## src/rtl/core/rrv_pkg.sv

```systemverilog
package rrv_pkg;

    // Width of one stored return and of the volatility result.
    localparam int RET_W = 24;
    localparam int VOL_W = 24;

    // Saturation limits of a return.
    localparam logic [31:0] RET_POS_MAX = 32'd8388607;
    localparam logic [31:0] RET_NEG_MAG = 32'd8388608;

    // Configuration register indexes.
    localparam logic [7:0] CFG_WINDOW_LENGTH = 8'd0;
    localparam logic [7:0] CFG_VOL_THRESHOLD = 8'd1;

    // Reset values of the configuration registers.
    localparam logic [8:0]  WINDOW_RESET    = 9'd20;
    localparam logic [23:0] THRESHOLD_RESET = 24'd20972;

    typedef logic signed [RET_W-1:0] t_ret;

    // Command to the shared divide and square root unit.
    typedef struct packed {
        logic start;
        logic sqrt_mode;
    } t_iter_ctrl;

endpackage

```

## src/rtl/core/rrv_iter.sv

```systemverilog
module rrv_iter #(
    parameter int N = 56,
    parameter int D = 32
) (
    input  logic                i_clk,
    input  logic                i_rst_n,
    input  rrv_pkg::t_iter_ctrl i_ctrl,
    input  logic [N-1:0]        i_num,
    input  logic [D-1:0]        i_den,
    output logic                o_done,
    output logic [N-1:0]        o_result
);

    localparam int H   = N / 2;
    localparam int CNT = $clog2(N + 1);

    logic          r_busy;
    logic          r_done;
    logic          r_mode;
    logic [CNT-1:0] r_cnt;
    logic [N-1:0]  r_q;
    logic [D-1:0]  r_den;
    logic [D-1:0]  r_drem;
    logic [H-1:0]  r_srem;
    logic [H-1:0]  r_root;

    logic [D:0]    w_dshift;
    logic [D:0]    w_dtrial;
    logic [H+1:0]  w_sshift;
    logic [H+1:0]  w_scand;
    logic [H+1:0]  w_strial;

    // One quotient bit or one root bit per cycle.
    always_comb begin
        w_dshift = {r_drem, r_q[N-1]};
        w_dtrial = w_dshift - {1'b0, r_den};
        w_sshift = {r_srem, r_q[N-1:N-2]};
        w_scand  = {r_root, 2'b01};
        w_strial = w_sshift - w_scand;
    end

    // Control: busy flag and completion pulse.
    always_ff @(posedge i_clk) begin
        if (!i_rst_n) begin
            r_busy <= 1'b0;
            r_done <= 1'b0;
        end else begin
            r_done <= 1'b0;
            if (i_ctrl.start) begin
                r_busy <= 1'b1;
            end else if (r_busy && r_cnt == CNT'(1)) begin
                r_busy <= 1'b0;
                r_done <= 1'b1;
            end
        end
    end

    // Datapath registers.
    always_ff @(posedge i_clk) begin
        if (i_ctrl.start) begin
            r_mode <= i_ctrl.sqrt_mode;
            r_cnt  <= i_ctrl.sqrt_mode ? CNT'(H) : CNT'(N);
            r_q    <= i_num;
            r_den  <= i_den;
            r_drem <= '0;
            r_srem <= '0;
            r_root <= '0;
        end else if (r_busy) begin
            r_cnt <= r_cnt - CNT'(1);
            if (r_mode) begin
                r_q <= {r_q[N-3:0], 2'b00};
                if (w_sshift >= w_scand) begin
                    r_srem <= w_strial[H-1:0];
                    r_root <= {r_root[H-2:0], 1'b1};
                end else begin
                    r_srem <= w_sshift[H-1:0];
                    r_root <= {r_root[H-2:0], 1'b0};
                end
            end else begin
                if (!w_dtrial[D]) begin
                    r_drem <= w_dtrial[D-1:0];
                    r_q    <= {r_q[N-2:0], 1'b1};
                end else begin
                    r_drem <= w_dshift[D-1:0];
                    r_q    <= {r_q[N-2:0], 1'b0};
                end
            end
        end
    end

    assign o_done   = r_done;
    assign o_result = r_mode ? N'(r_root) : r_q;

endmodule
```

## config.mk

```make
export PLATFORM = sky130hd
export DESIGN_NAME = rrv_iter
export DESIGN_NICKNAME = d
export VERILOG_FILES = /design/src/rtl/core/rrv_pkg.sv /design/src/rtl/core/rrv_iter.sv
export SDC_FILE = /design/constraint.sdc
export NUM_CORES = 1
export LEC_CHECK = 0
export BUFFER_PORTS_ARGS = -buffer_cell sky130_fd_sc_hd__buf_2
export CAP_MARGIN = 20
export CORE_MARGIN = 8
export CORE_UTILIZATION = 50
export CTS_CLUSTER_SIZE = 25
export DETAILED_ROUTE_END_ITERATION = 10
export GPL_ROUTABILITY_DRIVEN = 0
export PLACE_DENSITY_LB_ADDON = 0.3
export SLEW_MARGIN = 5
export SYNTH_ARGS = -nofsm -noshare
export SYNTH_HDL_FRONTEND = slang
export SYNTH_SLANG_ARGS = --single-unit
export TNS_END_PERCENT = 1
```

## constraint.sdc

```tcl
create_clock -name i_clk -period 6.1 [get_ports i_clk]
set_clock_uncertainty 0.05 [all_clocks]
set_input_delay 0.915 -clock i_clk [delete_from_list [all_inputs] [get_ports i_clk]]
set_output_delay 0.915 -clock i_clk [all_outputs]
set_load 0.05 [all_outputs]
```

==> results list <==
* Remaining design rule violation count: 0
- The worst register-to-register path has a setup slack of 1.86 ns.
- Number of rows in the core area: 56
- Syn Area/Cell: about 8.6 µm²
* Library cell with the largest summed area after synthesis: sky130_fd_sc_hd__edfxtp_1
- Number of global-route vias before repair: between 9000 and 10000
- For this run, the number of Yosys warnings is 0.
- The flow ran to the end, and the final reports show no timing, DRC or antenna violations.
- The number of clock buffers added by TritonCTS is 17.
* Worst R2R End: r_drem[23]
- Number of gates resized after cts: 0
- Clock-pin slew was measured on the worst setup and hold paths at 0.09 ns.
- Synthesis instantiated 70 different standard cells from the library.
- Across the VDD grid, the largest voltage drop is 0.1578 mV.
* Gate Count Post-Synth: 1381
- The startpoint identified for the worst hold timing path is r_root[9].
- STA classifies the critical path startpoint as a flop.
- RR Startpoint: r_q[55]
* First-pass GRT wire length: 47.84 mm
- Total Neg Setup Slack: 0 ns
- Synth async-reset ratio: 0
* CORE AREA: 23330 µm²
* CTS H-tree depth: 4
- Clock network latency to the later pin of the worst-skew pair: 0.45 ns
* Vertical extent of the die: ~170 µm
- Slew HR: 0.3063
- Along the worst path, the maximum fanout reaches 17.
- The worst setup path is captured at a flop.
- Signal arrival time at the worst endpoint: 4.49 ns
- The floorplan step set the die width to approximately 170 µm.
- Main flop type after synthesis: sky130_fd_sc_hd__edfxtp_1
* Area of the multi-input gates: 6544 µm²
* HP Class: reg2reg
- In this run the cell area measured after placement is approximately 13000 µm².
- The detail route stage leaves a number of antenna-violating nets equal to 0.
- For hold timing, the worst endpoint is r_root[10].
- After synthesis, the most frequently instantiated cells are sky130_fd_sc_hd__nand2_1, sky130_fd_sc_hd__o21ai_0, sky130_fd_sc_hd__a21oi_1.
- Worst Path Buf+Inv: 2
- TritonCTS built the clock tree.
- From synthesis to final layout, the design area changed by 13.13%.
- Dominant delay contributor by cell family on the critical path: simple AND/OR/NAND/NOR gates
- Number of hold buffers added after cts: 0
- Post-detail-place hpwl: slightly above 20 mm
- The number of antenna diodes in the final layout is 0.
* Number of antenna violations at the first check in global routing: 0
- Total GRT Usage: 0.1976
* Maximum buffer depth of the clock tree: 2
* Largest net degree at the start of global routing: 116
- For this design the top-level I/O count stands at 149.
- Sequential cell area: 4654 µm²
- The detailed router finished its first iteration with 825 violations.
- After synthesis the cells add up to 11840 µm².
- The filler cells instantiated in the layout total 2110.
* Sequential fraction of the synthesis area: 0.3932
- Setup repair after global routing left no endpoint under its margin.
- Classification of the worst setup path: reg2reg
* Data required time of the worst path: about 6.4 ns
- Of the cells placed in the final design, the portion with a size suffix greater than 1 is 0.1572.
- The root buffer cell chosen for the clock tree is sky130_fd_sc_hd__clkbuf_16.
- Pwr/cell area: 291.8 nW/µm²
* Achievable frequency: 0.2356 GHz
* Total iterations of the first detailed-routing run: 5
- Number of cells on the worst hold path: 2
* Initial cell density of the core: 0.5073
- In the post-synthesis netlist, the biggest area contributors are sky130_fd_sc_hd__edfxtp_1, sky130_fd_sc_hd__dfxtp_1, sky130_fd_sc_hd__ha_1.
- The worst path needs around 4.2 ns of the cycle, external delays included.
- Post-synthesis net count: 1538
- Dividing the final minimum period by the clock period gives 0.6959.
- Measured in cells, the most critical reg-to-reg path has a length of 12.
- On the critical path, the stage with the largest delay is an instance of sky130_fd_sc_hd__nor4_4.
- List of cells traversed by the critical path: inv_1 > ha_1 > fa_1 > and2b_1 > o2111ai_2 > a2111oi_4 > o21ai_2 > and4b_4 > nor4_4 > buf_4 > mux2i_1 > a211oi_1
- The final route contains just over 10000 vias.
* Final routed wire length divided by cell count: 15.86 µm
- Clock sink total: 185
- Dividing the detail-routed via count by the number of cells gives 5.664.
- Final hold violation count: 0
- At the pin with the least slew margin, the transition time is approximately 1.0 ns.
- The synthesized design contains 95 enable-type register cells.
* Post-route standard cell area excluding fillers: around 13000 µm²
* Post-synth top area share: 0.2410
* Post-CTS setup buffer count: 0
* Number of maximum-capacitance violations: 0
- Overflow after GRT: 0
- Total die area: ~29000 µm²
- Layout Nets: 1626
- On the worst path, the slowest cell contributes a delay of 0.89 ns.
- Slew Limit Fails: 0
- For this design the static power due to leakage is approximately 5.6 nW.
* PortBufs: 148
- The most common cell in the synthesized netlist is sky130_fd_sc_hd__nand2_1.
* Post-synthesis sequential element count: about 190
- Final setup vio count: 0
- Total Wirelength: ~29 mm
-- routing by layer --
metal / share of wire / wire length (µm) / up-vias / GRT usage
met4: 0.014 / 413 / 0 / 0.05810
met5: 0 / 0 / - / 0
met3: 0.045 / 1273 / 29 / 0.03221
met2: 0.47 / 13350 / 237 / 0.3161
met1: 0.47 / 13520 / 4776 / 0.2708
li1: - / - / 5158 / -
-- layout by cell type (no fill, tap or decap), drive strengths merged, types with 16 or more instances in the layout --
cell type  netlist  final
nand2          200    200
buf             16    157
o21ai          136    136
a21oi          126    126
edfxtp          95     95
inv             84     93
dfxtp           90     90
ha              64     64
nor2            62     62
mux2i           50     50
xnor2           36     36
nor2b           30     30
a31oi           29     29
mux2            28     28
nand3           27     27
a21o            25     25
nor3            24     24
clkbuf          72     17
and3            16     16
-- metrics by stage --
stage	setup slack (ns)	std cells	power (mW)	util	hold slack (ns)
2_1_floorplan	2.672	1381	2.461	-	0.3959
3_3_place_gp	1.982	1768	2.728	0.5457	0.4192
3_5_place_dp	1.854	1768	2.743	0.5457	0.4253
4_1_cts	1.833	1800	3.913	0.5728	0.4294
5_1_grt	1.600	1801	4.116	0.5739	0.4535
6_report	1.855	1801	3.907	0.5739	0.4298
-- power breakdown --
| group | switching (mW) | internal, mW |
|---|---|---|
| Combinational | 0.793 | 0.457 |
| Sequential | 0.0677 | 1.42 |
| Clock | 0.595 | 0.571 |
-- cell families after synthesis --
family,Yosys count,share of synthesized area
AOI/OAI and AO/OA,414,0.2134
xor gates and xnor gates,51,0.03773
adders and majority gates,65,0.06934
buffers and inverters,172,0.05581
DFF,185,0.3932
muxes,78,0.06891
and+or+nand+nor,416,0.1616
-- worst max-delay path by stage --
stage / start / end / slack, ns / cells after the start
after floorplan: r_q[55] / r_drem[30] / 2.67 / 11
after global placement: r_q[55] / r_drem[25] / 1.98 / 12
after detailed placement: r_q[55] / r_drem[23] / 1.85 / 12
after CTS: r_q[55] / r_drem[23] / 1.83 / 12
after global routing: r_q[55] / r_drem[23] / 1.60 / 12
final: r_q[55] / r_drem[23] / 1.86 / 12
-- area by class of cell --
type	instances	share of cell area
Timing Repair Buffer	157	0.06325
Clock buffer	17	0.03177
Inverter	84	0.02354
Clock inverter	15	0.01542
Multi-Input combinational cell	1024	0.4886
Sequential cell	185	0.3476
Tap cell	319	0.02980
-- worst register-to-register path, cell delays in order (launching register included) --
cell	delay, ns
sky130_fd_sc_hd__edfxtp_1	0.39
sky130_fd_sc_hd__inv_1	0.11
sky130_fd_sc_hd__ha_1	0.24
sky130_fd_sc_hd__fa_1	0.40
sky130_fd_sc_hd__and2b_1	0.25
sky130_fd_sc_hd__o2111ai_2	0.17
sky130_fd_sc_hd__a2111oi_4	0.42
sky130_fd_sc_hd__o21ai_2	0.14
sky130_fd_sc_hd__and4b_4	0.24
sky130_fd_sc_hd__nor4_4	0.89
sky130_fd_sc_hd__buf_4	0.44
sky130_fd_sc_hd__mux2i_1	0.26
sky130_fd_sc_hd__a211oi_1	0.09
-- state kept, by name, indices dropped and copies added (netlist names), 6 cells and up --
| register | count |
|---|---|
| r_cnt | 6 |
| r_den | 32 |
| r_drem | 32 |
| r_q | 56 |
| r_root | 28 |
| r_srem | 28 |
Note: power is estimated with default switching activity, not from simulation.
